==> config.mk <==
export PLATFORM = sky130hd
export DESIGN_NAME = nec_ir_frame_encoder_top_flat
export DESIGN_NICKNAME = d
export VERILOG_FILES = /design/src/design/nec_enc_pkg.sv /design/src/design/nec_enc_if.sv /design/src/design/nec_ir_frame_encoder_top.sv /design/src/flat_wrapper.sv
export SDC_FILE = /design/constraint.sdc
export NUM_CORES = 1
export LEC_CHECK = 0
export BUFFER_PORTS_ARGS = -buffer_cell sky130_fd_sc_hd__buf_2
export CAP_MARGIN = 20
export CORE_AREA = 10 10 123 125
export DETAILED_ROUTE_END_ITERATION = 6
export DIE_AREA = 0 0 133 135
export GPL_TIMING_DRIVEN = 0
export PLACE_DENSITY = 0.65
export SYNTH_ARGS = -nofsm -noshare
export SYNTH_HDL_FRONTEND = slang
export SYNTH_SLANG_ARGS = --single-unit
==> constraint.sdc <==
create_clock -name clk_i -period 4.1 [get_ports clk_i]
set_clock_uncertainty 0.2 [all_clocks]
set_input_delay 0.615 -clock clk_i [delete_from_list [all_inputs] [get_ports clk_i]]
set_output_delay 0.615 -clock clk_i [all_outputs]
set_load 0.02 [all_outputs]
==> src/design/nec_enc_pkg.sv <==
package nec_enc_pkg;

  // field widths
  localparam int unsigned ByteW  = 8;
  localparam int unsigned MarkW  = 14;
  localparam int unsigned SpaceW = 17;
  localparam int unsigned CountW = 9;

  // default buffer length of the timing buffer the frame is sized against
  localparam int unsigned BUFFER_LEN_DEF = 128;

  // frame timing in microseconds
  localparam logic [MarkW-1:0]  MarkLead   = MarkW'(9000);
  localparam logic [MarkW-1:0]  MarkShort  = MarkW'(560);
  localparam logic [SpaceW-1:0] SpaceLead  = SpaceW'(4500);
  localparam logic [SpaceW-1:0] SpaceOne   = SpaceW'(1690);
  localparam logic [SpaceW-1:0] SpaceZero  = SpaceW'(560);
  localparam logic [SpaceW-1:0] SpaceRep   = SpaceW'(2250);
  localparam logic [SpaceW-1:0] SpaceRepGap = SpaceW'(98190);
  // per-bit time taken off the gap budget (mark plus space)
  localparam logic [SpaceW-1:0] BitOneTime  = SpaceW'(2250);
  localparam logic [SpaceW-1:0] BitZeroTime = SpaceW'(1120);
  // frame period less leader and stop mark: 110000 - 13500 - 560
  localparam logic [SpaceW-1:0] GapInit = SpaceW'(95940);
  // durations in the main frame
  localparam int unsigned MainDurations = 68;

  // program step codes
  localparam int unsigned PcW = 3;
  localparam logic [PcW-1:0] StepLead    = 3'd0;
  localparam logic [PcW-1:0] StepBit     = 3'd1;
  localparam logic [PcW-1:0] StepStop    = 3'd2;
  localparam logic [PcW-1:0] StepRepLead = 3'd3;
  localparam logic [PcW-1:0] StepRepTail = 3'd4;
  localparam logic [PcW-1:0] StepErr     = 3'd5;

  typedef enum logic [1:0] {
    MK_NONE,
    MK_LEAD,
    MK_SHORT
  } mark_sel_e;

  typedef enum logic [2:0] {
    SP_NONE,
    SP_LEAD,
    SP_BIT,
    SP_GAP,
    SP_REP,
    SP_REP_GAP
  } space_sel_e;

  // sequencing of the next step
  typedef enum logic [2:0] {
    NX_NEXT,      // fall through
    NX_END,       // item finished
    NX_BIT_LOOP,  // back to target until all 32 bits are out
    NX_REP_CHK,   // finish when no repeats requested
    NX_REP_LOOP   // back to target until the last repeat is out
  } nxt_sel_e;

  typedef struct packed {
    mark_sel_e      mark_sel;
    space_sel_e     space_sel;
    logic           status;
    logic           shift;
    logic           dec_rep;
    nxt_sel_e       nxt;
    logic [PcW-1:0] target;
  } ctrl_word_t;

  // control store
  function automatic ctrl_word_t nec_enc_ucode(input logic [PcW-1:0] pc);
    ctrl_word_t cw;
    cw = '{mark_sel: MK_NONE, space_sel: SP_NONE, status: 1'b0, shift: 1'b0,
           dec_rep: 1'b0, nxt: NX_END, target: StepLead};
    case (pc)
      StepLead: begin
        cw.mark_sel  = MK_LEAD;
        cw.space_sel = SP_LEAD;
        cw.nxt       = NX_NEXT;
      end
      StepBit: begin
        cw.mark_sel  = MK_SHORT;
        cw.space_sel = SP_BIT;
        cw.shift     = 1'b1;
        cw.nxt       = NX_BIT_LOOP;
        cw.target    = StepBit;
      end
      StepStop: begin
        cw.mark_sel  = MK_SHORT;
        cw.space_sel = SP_GAP;
        cw.nxt       = NX_REP_CHK;
      end
      StepRepLead: begin
        cw.mark_sel  = MK_LEAD;
        cw.space_sel = SP_REP;
        cw.nxt       = NX_NEXT;
      end
      StepRepTail: begin
        cw.mark_sel  = MK_SHORT;
        cw.space_sel = SP_REP_GAP;
        cw.dec_rep   = 1'b1;
        cw.nxt       = NX_REP_LOOP;
        cw.target    = StepRepLead;
      end
      StepErr: begin
        cw.status = 1'b1;
        cw.nxt    = NX_END;
      end
      default: begin
        cw.status = 1'b1;
        cw.nxt    = NX_END;
      end
    endcase
    return cw;
  endfunction

endpackage

==> src/design/nec_enc_if.sv <==
// request channel: one frame to send
interface nec_enc_req_if;
  import nec_enc_pkg::*;
  logic              valid;
  logic              ready;
  logic [ByteW-1:0]  address;
  logic [ByteW-1:0]  command;
  logic [ByteW-1:0]  repeat_count;

  modport source (output valid, address, command, repeat_count, input ready);
  modport sink   (input valid, address, command, repeat_count, output ready);
endinterface

// result channel: the mark/space pairs of each request, one pair per transfer
interface nec_enc_rsp_if;
  import nec_enc_pkg::*;
  logic              valid;
  logic              ready;
  logic [MarkW-1:0]  mark_us;
  logic [SpaceW-1:0] space_us;
  logic              last;
  logic              status;
  logic [CountW-1:0] duration_count;

  modport source (output valid, mark_us, space_us, last, status, duration_count,
                  input ready);
  modport sink   (input valid, mark_us, space_us, last, status, duration_count,
                  output ready);
endinterface

==> src/design/nec_ir_frame_encoder_top.sv <==
// NEC infrared frame encoder
//
// req_i takes one request (address, command, repeat_count) when valid and
// ready are both high; ready is high only while no frame is being produced.
// rsp_o then delivers the frame as mark/space pairs in microseconds: leader,
// 32 data bits LSB first (address, ~address, command, ~command), stop mark
// with the rest of the 110 ms period, then two pairs per repeat. The final
// pair carries last and the total duration count. A repeat count beyond what
// the buffer holds gives one pair with status set and nothing else.
// A small program in a control store steps the datapath: one pair leaves the
// sequencer per cycle into the output register while rsp_o does not stall, so
// a frame is 34 + 2 * repeat_count pairs (one pair for an error). A taken
// request is first registered in the sequencer, then its first pair goes through the output register.
// When rsp_o stalls the sequencer holds its step; nothing is dropped.
// Reset clears the sequencer and the output valid flag; the block comes out of
// reset ready for a request.
module nec_ir_frame_encoder_top #(
  parameter int unsigned BUFFER_LEN = nec_enc_pkg::BUFFER_LEN_DEF
) (
  input  logic              clk_i,
  input  logic              rst_ni,
  nec_enc_req_if.sink       req_i,
  nec_enc_rsp_if.source     rsp_o
);
  import nec_enc_pkg::*;

  // repeats that fit behind the main frame
  localparam int unsigned AllowedRaw =
      (BUFFER_LEN <= MainDurations + 4) ? 0 : (BUFFER_LEN - MainDurations - 4 + 3) / 4;
  localparam int unsigned AllowedReps = (AllowedRaw > 255) ? 255 : AllowedRaw;

  logic                 busy_q;
  logic [PcW-1:0]       pc_q, pc_d;
  logic [4*ByteW-1:0]   bits_q;
  logic [4:0]           bit_cnt_q;
  logic [ByteW-1:0]     reps_q;
  logic [SpaceW-1:0]    gap_q;
  logic [CountW-1:0]    count_q;

  logic                 rsp_valid_q;
  logic [MarkW-1:0]     mark_q;
  logic [SpaceW-1:0]    space_q;
  logic                 last_q;
  logic                 status_q;
  logic [CountW-1:0]    dcnt_q;

  ctrl_word_t           cw;
  logic                 accept;
  logic                 fire;
  logic                 done;
  logic                 rep_err;
  logic [MarkW-1:0]     mark_val;
  logic [SpaceW-1:0]    space_val;

  assign req_i.ready = !busy_q;
  assign accept      = req_i.valid && !busy_q;
  assign rep_err     = (CountW'(req_i.repeat_count) > CountW'(AllowedReps));

  // control word of the current step
  assign cw   = nec_enc_ucode(pc_q);
  assign fire = busy_q && (!rsp_valid_q || rsp_o.ready);

  // next step selection
  always_comb begin
    pc_d = pc_q + 3'd1;
    done = 1'b0;
    case (cw.nxt)
      NX_NEXT: done = 1'b0;
      NX_END:  done = 1'b1;
      NX_BIT_LOOP: begin
        if (bit_cnt_q != 5'd31) pc_d = cw.target;
      end
      NX_REP_CHK: done = (reps_q == '0);
      NX_REP_LOOP: begin
        if (reps_q != 8'd1) pc_d = cw.target;
        else done = 1'b1;
      end
      default: done = 1'b1;
    endcase
  end

  // mark and space selection
  always_comb begin
    case (cw.mark_sel)
      MK_LEAD:  mark_val = MarkLead;
      MK_SHORT: mark_val = MarkShort;
      default:  mark_val = '0;
    endcase
    case (cw.space_sel)
      SP_LEAD:    space_val = SpaceLead;
      SP_BIT:     space_val = bits_q[0] ? SpaceOne : SpaceZero;
      SP_GAP:     space_val = gap_q;
      SP_REP:     space_val = SpaceRep;
      SP_REP_GAP: space_val = SpaceRepGap;
      default:    space_val = '0;
    endcase
  end

  // sequencer control
  always_ff @(posedge clk_i or negedge rst_ni) begin
    if (!rst_ni) begin
      busy_q <= 1'b0;
      pc_q   <= StepLead;
    end else if (accept) begin
      busy_q <= 1'b1;
      pc_q   <= rep_err ? StepErr : StepLead;
    end else if (fire) begin
      if (done) busy_q <= 1'b0;
      pc_q <= pc_d;
    end
  end

  // datapath
  always_ff @(posedge clk_i) begin
    if (accept) begin
      bits_q    <= {~req_i.command, req_i.command, ~req_i.address, req_i.address};
      bit_cnt_q <= '0;
      reps_q    <= req_i.repeat_count;
      gap_q     <= GapInit;
      count_q   <= CountW'(MainDurations) + {req_i.repeat_count[6:0], 2'b00};
    end else if (fire) begin
      if (cw.shift) begin
        bits_q    <= bits_q >> 1;
        bit_cnt_q <= bit_cnt_q + 5'd1;
        gap_q     <= gap_q - (bits_q[0] ? BitOneTime : BitZeroTime);
      end
      if (cw.dec_rep) reps_q <= reps_q - 8'd1;
    end
  end

  // output register
  always_ff @(posedge clk_i or negedge rst_ni) begin
    if (!rst_ni) begin
      rsp_valid_q <= 1'b0;
    end else if (fire) begin
      rsp_valid_q <= 1'b1;
    end else if (rsp_o.ready) begin
      rsp_valid_q <= 1'b0;
    end
  end

  always_ff @(posedge clk_i) begin
    if (fire) begin
      mark_q   <= mark_val;
      space_q  <= space_val;
      last_q   <= done;
      status_q <= cw.status;
      dcnt_q   <= (done && !cw.status) ? count_q : '0;
    end
  end

  assign rsp_o.valid          = rsp_valid_q;
  assign rsp_o.mark_us        = mark_q;
  assign rsp_o.space_us       = space_q;
  assign rsp_o.last           = last_q;
  assign rsp_o.status         = status_q;
  assign rsp_o.duration_count = dcnt_q;

endmodule

==> src/flat_wrapper.sv <==
// flat-port wrapper written by rule: the top's interface ports become plain ports
module nec_ir_frame_encoder_top_flat import nec_enc_pkg::*;
#(
  parameter int unsigned BUFFER_LEN = nec_enc_pkg::BUFFER_LEN_DEF
)
  (clk_i, rst_ni, req_i_valid, req_i_address, req_i_command, req_i_repeat_count, req_i_ready, rsp_o_valid, rsp_o_mark_us, rsp_o_space_us, rsp_o_last, rsp_o_status, rsp_o_duration_count, rsp_o_ready);
  nec_enc_req_if req_i_i ();
  nec_enc_rsp_if rsp_o_i ();
  input  logic clk_i;
  input  logic rst_ni;
  input wire logic [$bits(req_i_i.valid)-1:0] req_i_valid;
  input wire logic [$bits(req_i_i.address)-1:0] req_i_address;
  input wire logic [$bits(req_i_i.command)-1:0] req_i_command;
  input wire logic [$bits(req_i_i.repeat_count)-1:0] req_i_repeat_count;
  output wire logic [$bits(req_i_i.ready)-1:0] req_i_ready;
  output wire logic [$bits(rsp_o_i.valid)-1:0] rsp_o_valid;
  output wire logic [$bits(rsp_o_i.mark_us)-1:0] rsp_o_mark_us;
  output wire logic [$bits(rsp_o_i.space_us)-1:0] rsp_o_space_us;
  output wire logic [$bits(rsp_o_i.last)-1:0] rsp_o_last;
  output wire logic [$bits(rsp_o_i.status)-1:0] rsp_o_status;
  output wire logic [$bits(rsp_o_i.duration_count)-1:0] rsp_o_duration_count;
  input wire logic [$bits(rsp_o_i.ready)-1:0] rsp_o_ready;
  assign req_i_i.valid = req_i_valid;
  assign req_i_i.address = req_i_address;
  assign req_i_i.command = req_i_command;
  assign req_i_i.repeat_count = req_i_repeat_count;
  assign req_i_ready = req_i_i.ready;
  assign rsp_o_valid = rsp_o_i.valid;
  assign rsp_o_mark_us = rsp_o_i.mark_us;
  assign rsp_o_space_us = rsp_o_i.space_us;
  assign rsp_o_last = rsp_o_i.last;
  assign rsp_o_status = rsp_o_i.status;
  assign rsp_o_duration_count = rsp_o_i.duration_count;
  assign rsp_o_i.ready = rsp_o_ready;
  nec_ir_frame_encoder_top #(.BUFFER_LEN(BUFFER_LEN)) u_core (.clk_i(clk_i), .rst_ni(rst_ni), .req_i(req_i_i), .rsp_o(rsp_o_i));
endmodule
==> impl_metrics.tcl <==
set metrics [dict create \
    status "finished clean" \
    dpl.hpwl_microns 8147 \
    cp_data_arrival_time_ns 3.10 \
    slew_headroom_pct 37.58 \
    vias 3714 \
    cts_root_buf "clkbuf_16" \
    yosys_warnings 0 \
    ys_types 54 \
    met1_usage_pct 14.82 \
    drc 0 \
    synthToLayoutAreaGrowth_pct 18.46 \
    ioPinCount 72 \
    h-tree-depth 3 \
    critPathRequiredTime_ns 4.01 \
    crit_type "reg2reg" \
    fmax_mhz 313.9 \
    r2r_slack_ns 0.91 \
    hold_path_class "reg2reg" \
    whs_endpoint "u_core.bit_cnt_q[4]" \
    cts.sinks 101 \
    synthFlopType "edfxtp_1" \
    std_cell_rows 41 \
    leakage_nw 2.485 \
    nets 610 \
    worstHoldPathCells 2 \
    firstDrtPassIters 4 \
    reg2reg_to "u_core.bits_q[28]" \
    grt.total_usage_pct 12.17 \
    critPathMaxFanout 17 \
    synth.avg_cell_area_sq_um 10.39 \
    synth-async-reset-ratio_pct 4.950 \
    rsz0062_at_grt "no" \
    fin_tns_setup_ns 0 \
    use_met2_pct 19.34 \
    top_usage_layer "met2" \
    hold_viol 0 \
    setup_violations 0 \
    clk_pin_slew_worst_paths_ns 0.07 \
    rr_worst_depth 8 \
    grt_overflow_total 0 \
    netlist.area_leader.share_pct 45.34 \
    place_area_sq_um 5548 \
    post_cts_resized 0 \
    wl_microns 10930 \
    yosysTopAreaCell "edfxtp_1" \
    cts_buffers 9 \
    worst_slew_pin_slew_ns 0.9363 \
    multi_input_area_sq_um 1963 \
    synth_seq_cells 101 \
    nFillCells 1158 \
    grt_antenna_before_repair 0 \
    place.port_buffers 60 \
    synth.area.top_cells "edfxtp_1, dfxtp_1, nand2_1, ha_1, o21ai_0" \
    drt-initial-drc-count 217 \
    ir_drop_mv 0.3396 \
    clkLatencyLatePin_ns 0.35 \
    rr_startpoint "u_core.pc_q[1]" \
    drive_gt1_share_pct 17.99 \
    ys_seq_area_share_pct 56.32 \
    hold_start "u_core.bit_cnt_q[4]" \
    power_density_nw_per_um2 803.2 \
    die_width_microns 133 \
    regArea_sq_um 2798 \
    post-route-period-util_pct 77.69 \
    slew_violations 0 \
    maxCapViolations 0 \
    min_period_ns 3.185 \
    syn_inst 478 \
    grt_pass1_wl_microns 17830 \
    post_synth_instance_area_sq_um 4967 \
    die_area_sq_um 17960 \
    viasPerCell 5.026 \
    core_sq_um 12570 \
    setup.worst_path.start_class "flop" \
    cp-end-kind "flop" \
    cts_setup_buffers 0 \
    grt_pass1_vias 3682 \
    synth_edf_count 75 \
    ant_nets 0 \
    wl_per_cell_microns 14.79 \
    grt_max_degree 31 \
    fp.dieH_microns 135 \
    design_area_sq_um 5884 \
    grt_use_met3_pct 3.487 \
    cts_tree "built" \
    initial_utilization_pct 39.52 \
    cts_buffer_depth 2 \
    place_congestion 0.9277 \
    num_antenna_cells 0 \
]
==> critical path: stages, from the launching register on <==
cell and delay [ns]:
dfrtp_1 0.47, inv_1 0.10, ha_1 0.22, nand2b_1 0.17
or3_1 0.14, clkbuf_1 0.30, clkbuf_1 0.41, nand2_1 0.58
buf_16 0.37
==> through the flow <==
| stage | std cells | hold slack, ns | setup slack, ns | power, mW | utilization (%) |
|---|---|---|---|---|---|
| 2_1_floorplan | 488 | 0.1194 | 1.379 | 3.253 | - |
| 3_3_place_gp | 720 | 0.2387 | 0.6833 | 3.759 | 43.92 |
| 3_5_place_dp | 721 | 0.2449 | 0.9033 | 3.852 | 44.14 |
| 4_1_cts | 738 | 0.2788 | 0.9231 | 4.734 | 46.60 |
| 5_1_grt | 739 | 0.3057 | 0.7446 | 5.072 | 46.82 |
| 6_report | 739 | 0.2775 | 0.9145 | 4.726 | 46.82 |
==> power by group <==
| part | internal [mW] | switching (mW) |
|---|---|---|
| Sequential | 1.68 | 0.205 |
| Combinational | 0.708 | 1.26 |
| Clock | 0.481 | 0.394 |
==> registers in the layout (all words and copies together), names as in the netlist, 3 cells and up <==
register / flops
u_core.gap_q: 16
u_core.rsp_o.space_us: 16
u_core.bits_q: 32
u_core.bit_cnt_q: 5
u_core.count_q: 7
u_core.reps_q: 8
u_core.rsp_o.duration_count: 7
u_core.pc_q: 3
u_core.rsp_o.mark_us: 3
==> cell families after synthesis <==
logic type | share of synthesized area, %
buffers and inverters | 4.912
DFF | 56.32
and+or+nand+nor | 18.19
muxes | 0.2015
other | 0.07549
xor gates and xnor gates | 3.174
AOI/OAI and AO/OA | 12.09
adders and majority gates | 5.038
==> cells in the mapped netlist, types with 3 or more instances <==
master and n:
nand2_1 92, edfxtp_1 75, o21ai_0 43, nor2_1 26, dfxtp_1 21, ha_1 20, inv_1 18, clkbuf_1 16
a21oi_1 14, buf_4 14, nand3_1 13, and3_1 12, xnor2_1 12, a211oi_1 8, nor3_1 8, a21o_1 6
xor2_1 6, dfrtp_1 5, o31ai_1 5, or3_1 5, or4_1 5, a31oi_1 4, and2_1 4, o21a_1 4
nor2b_1 3, nor4_1 3, or2_2 3
==> final cells by class <==
cell class / instances / area share [%]
Buffer: 31 / 2.871
Clock buffer: 10 / 3.891
Clock inverter: 6 / 1.191
Inverter: 20 / 1.276
Multi-Input combinational cell: 336 / 33.36
Sequential cell: 101 / 47.54
Tap cell: 172 / 3.657
Timing Repair Buffer: 63 / 6.209
==> cell usage in the layout (no fill, tap or decap), drive strengths merged, types with 4 or more instances in the layout <==
master and n:
a21oi 14, or3 5, nor2 26, nand2 92, o21ai 44, ha 20
edfxtp 75, a31oi 4, a211oi 8, and2 5, clkbuf 26, xnor2 12
conb 11, buf 77, o31ai 5, nor3 8, and3 12, or4 5
xor2 6, dfxtp 21, a21o 6, o21a 4, dfrtp 5, inv 22
nand3 14
==> per-layer routing <==
metal	vias to the layer above	part of all wire (%)
met1	1715	45
met2	115	45
met3	21	7.2
met4	0	2.6
met5	-	0
li1	1863	-
==> worst max path at each step <==
stage                   endpoint  slack (ns)           start
3_3_place_gp   u_core.bits_q[20]        0.68     rsp_o_ready
3_5_place_dp   u_core.bits_q[22]        0.90     rsp_o_ready
5_1_grt         u_core.bits_q[0]        0.74  u_core.pc_q[1]
4_1_cts        u_core.bits_q[28]        0.92  u_core.pc_q[1]
6_report       u_core.bits_q[28]        0.91  u_core.pc_q[1]
2_1_floorplan   u_core.bits_q[0]        1.38  u_core.pc_q[1]
==> what timing repair did <==
item | CTS | global route
endpoints found under the hold margin | 5 | 0
endpoints found under the setup margin | 0 | 0
hold buffers | 1 | 0
Power figures use the tool's default switching activity.
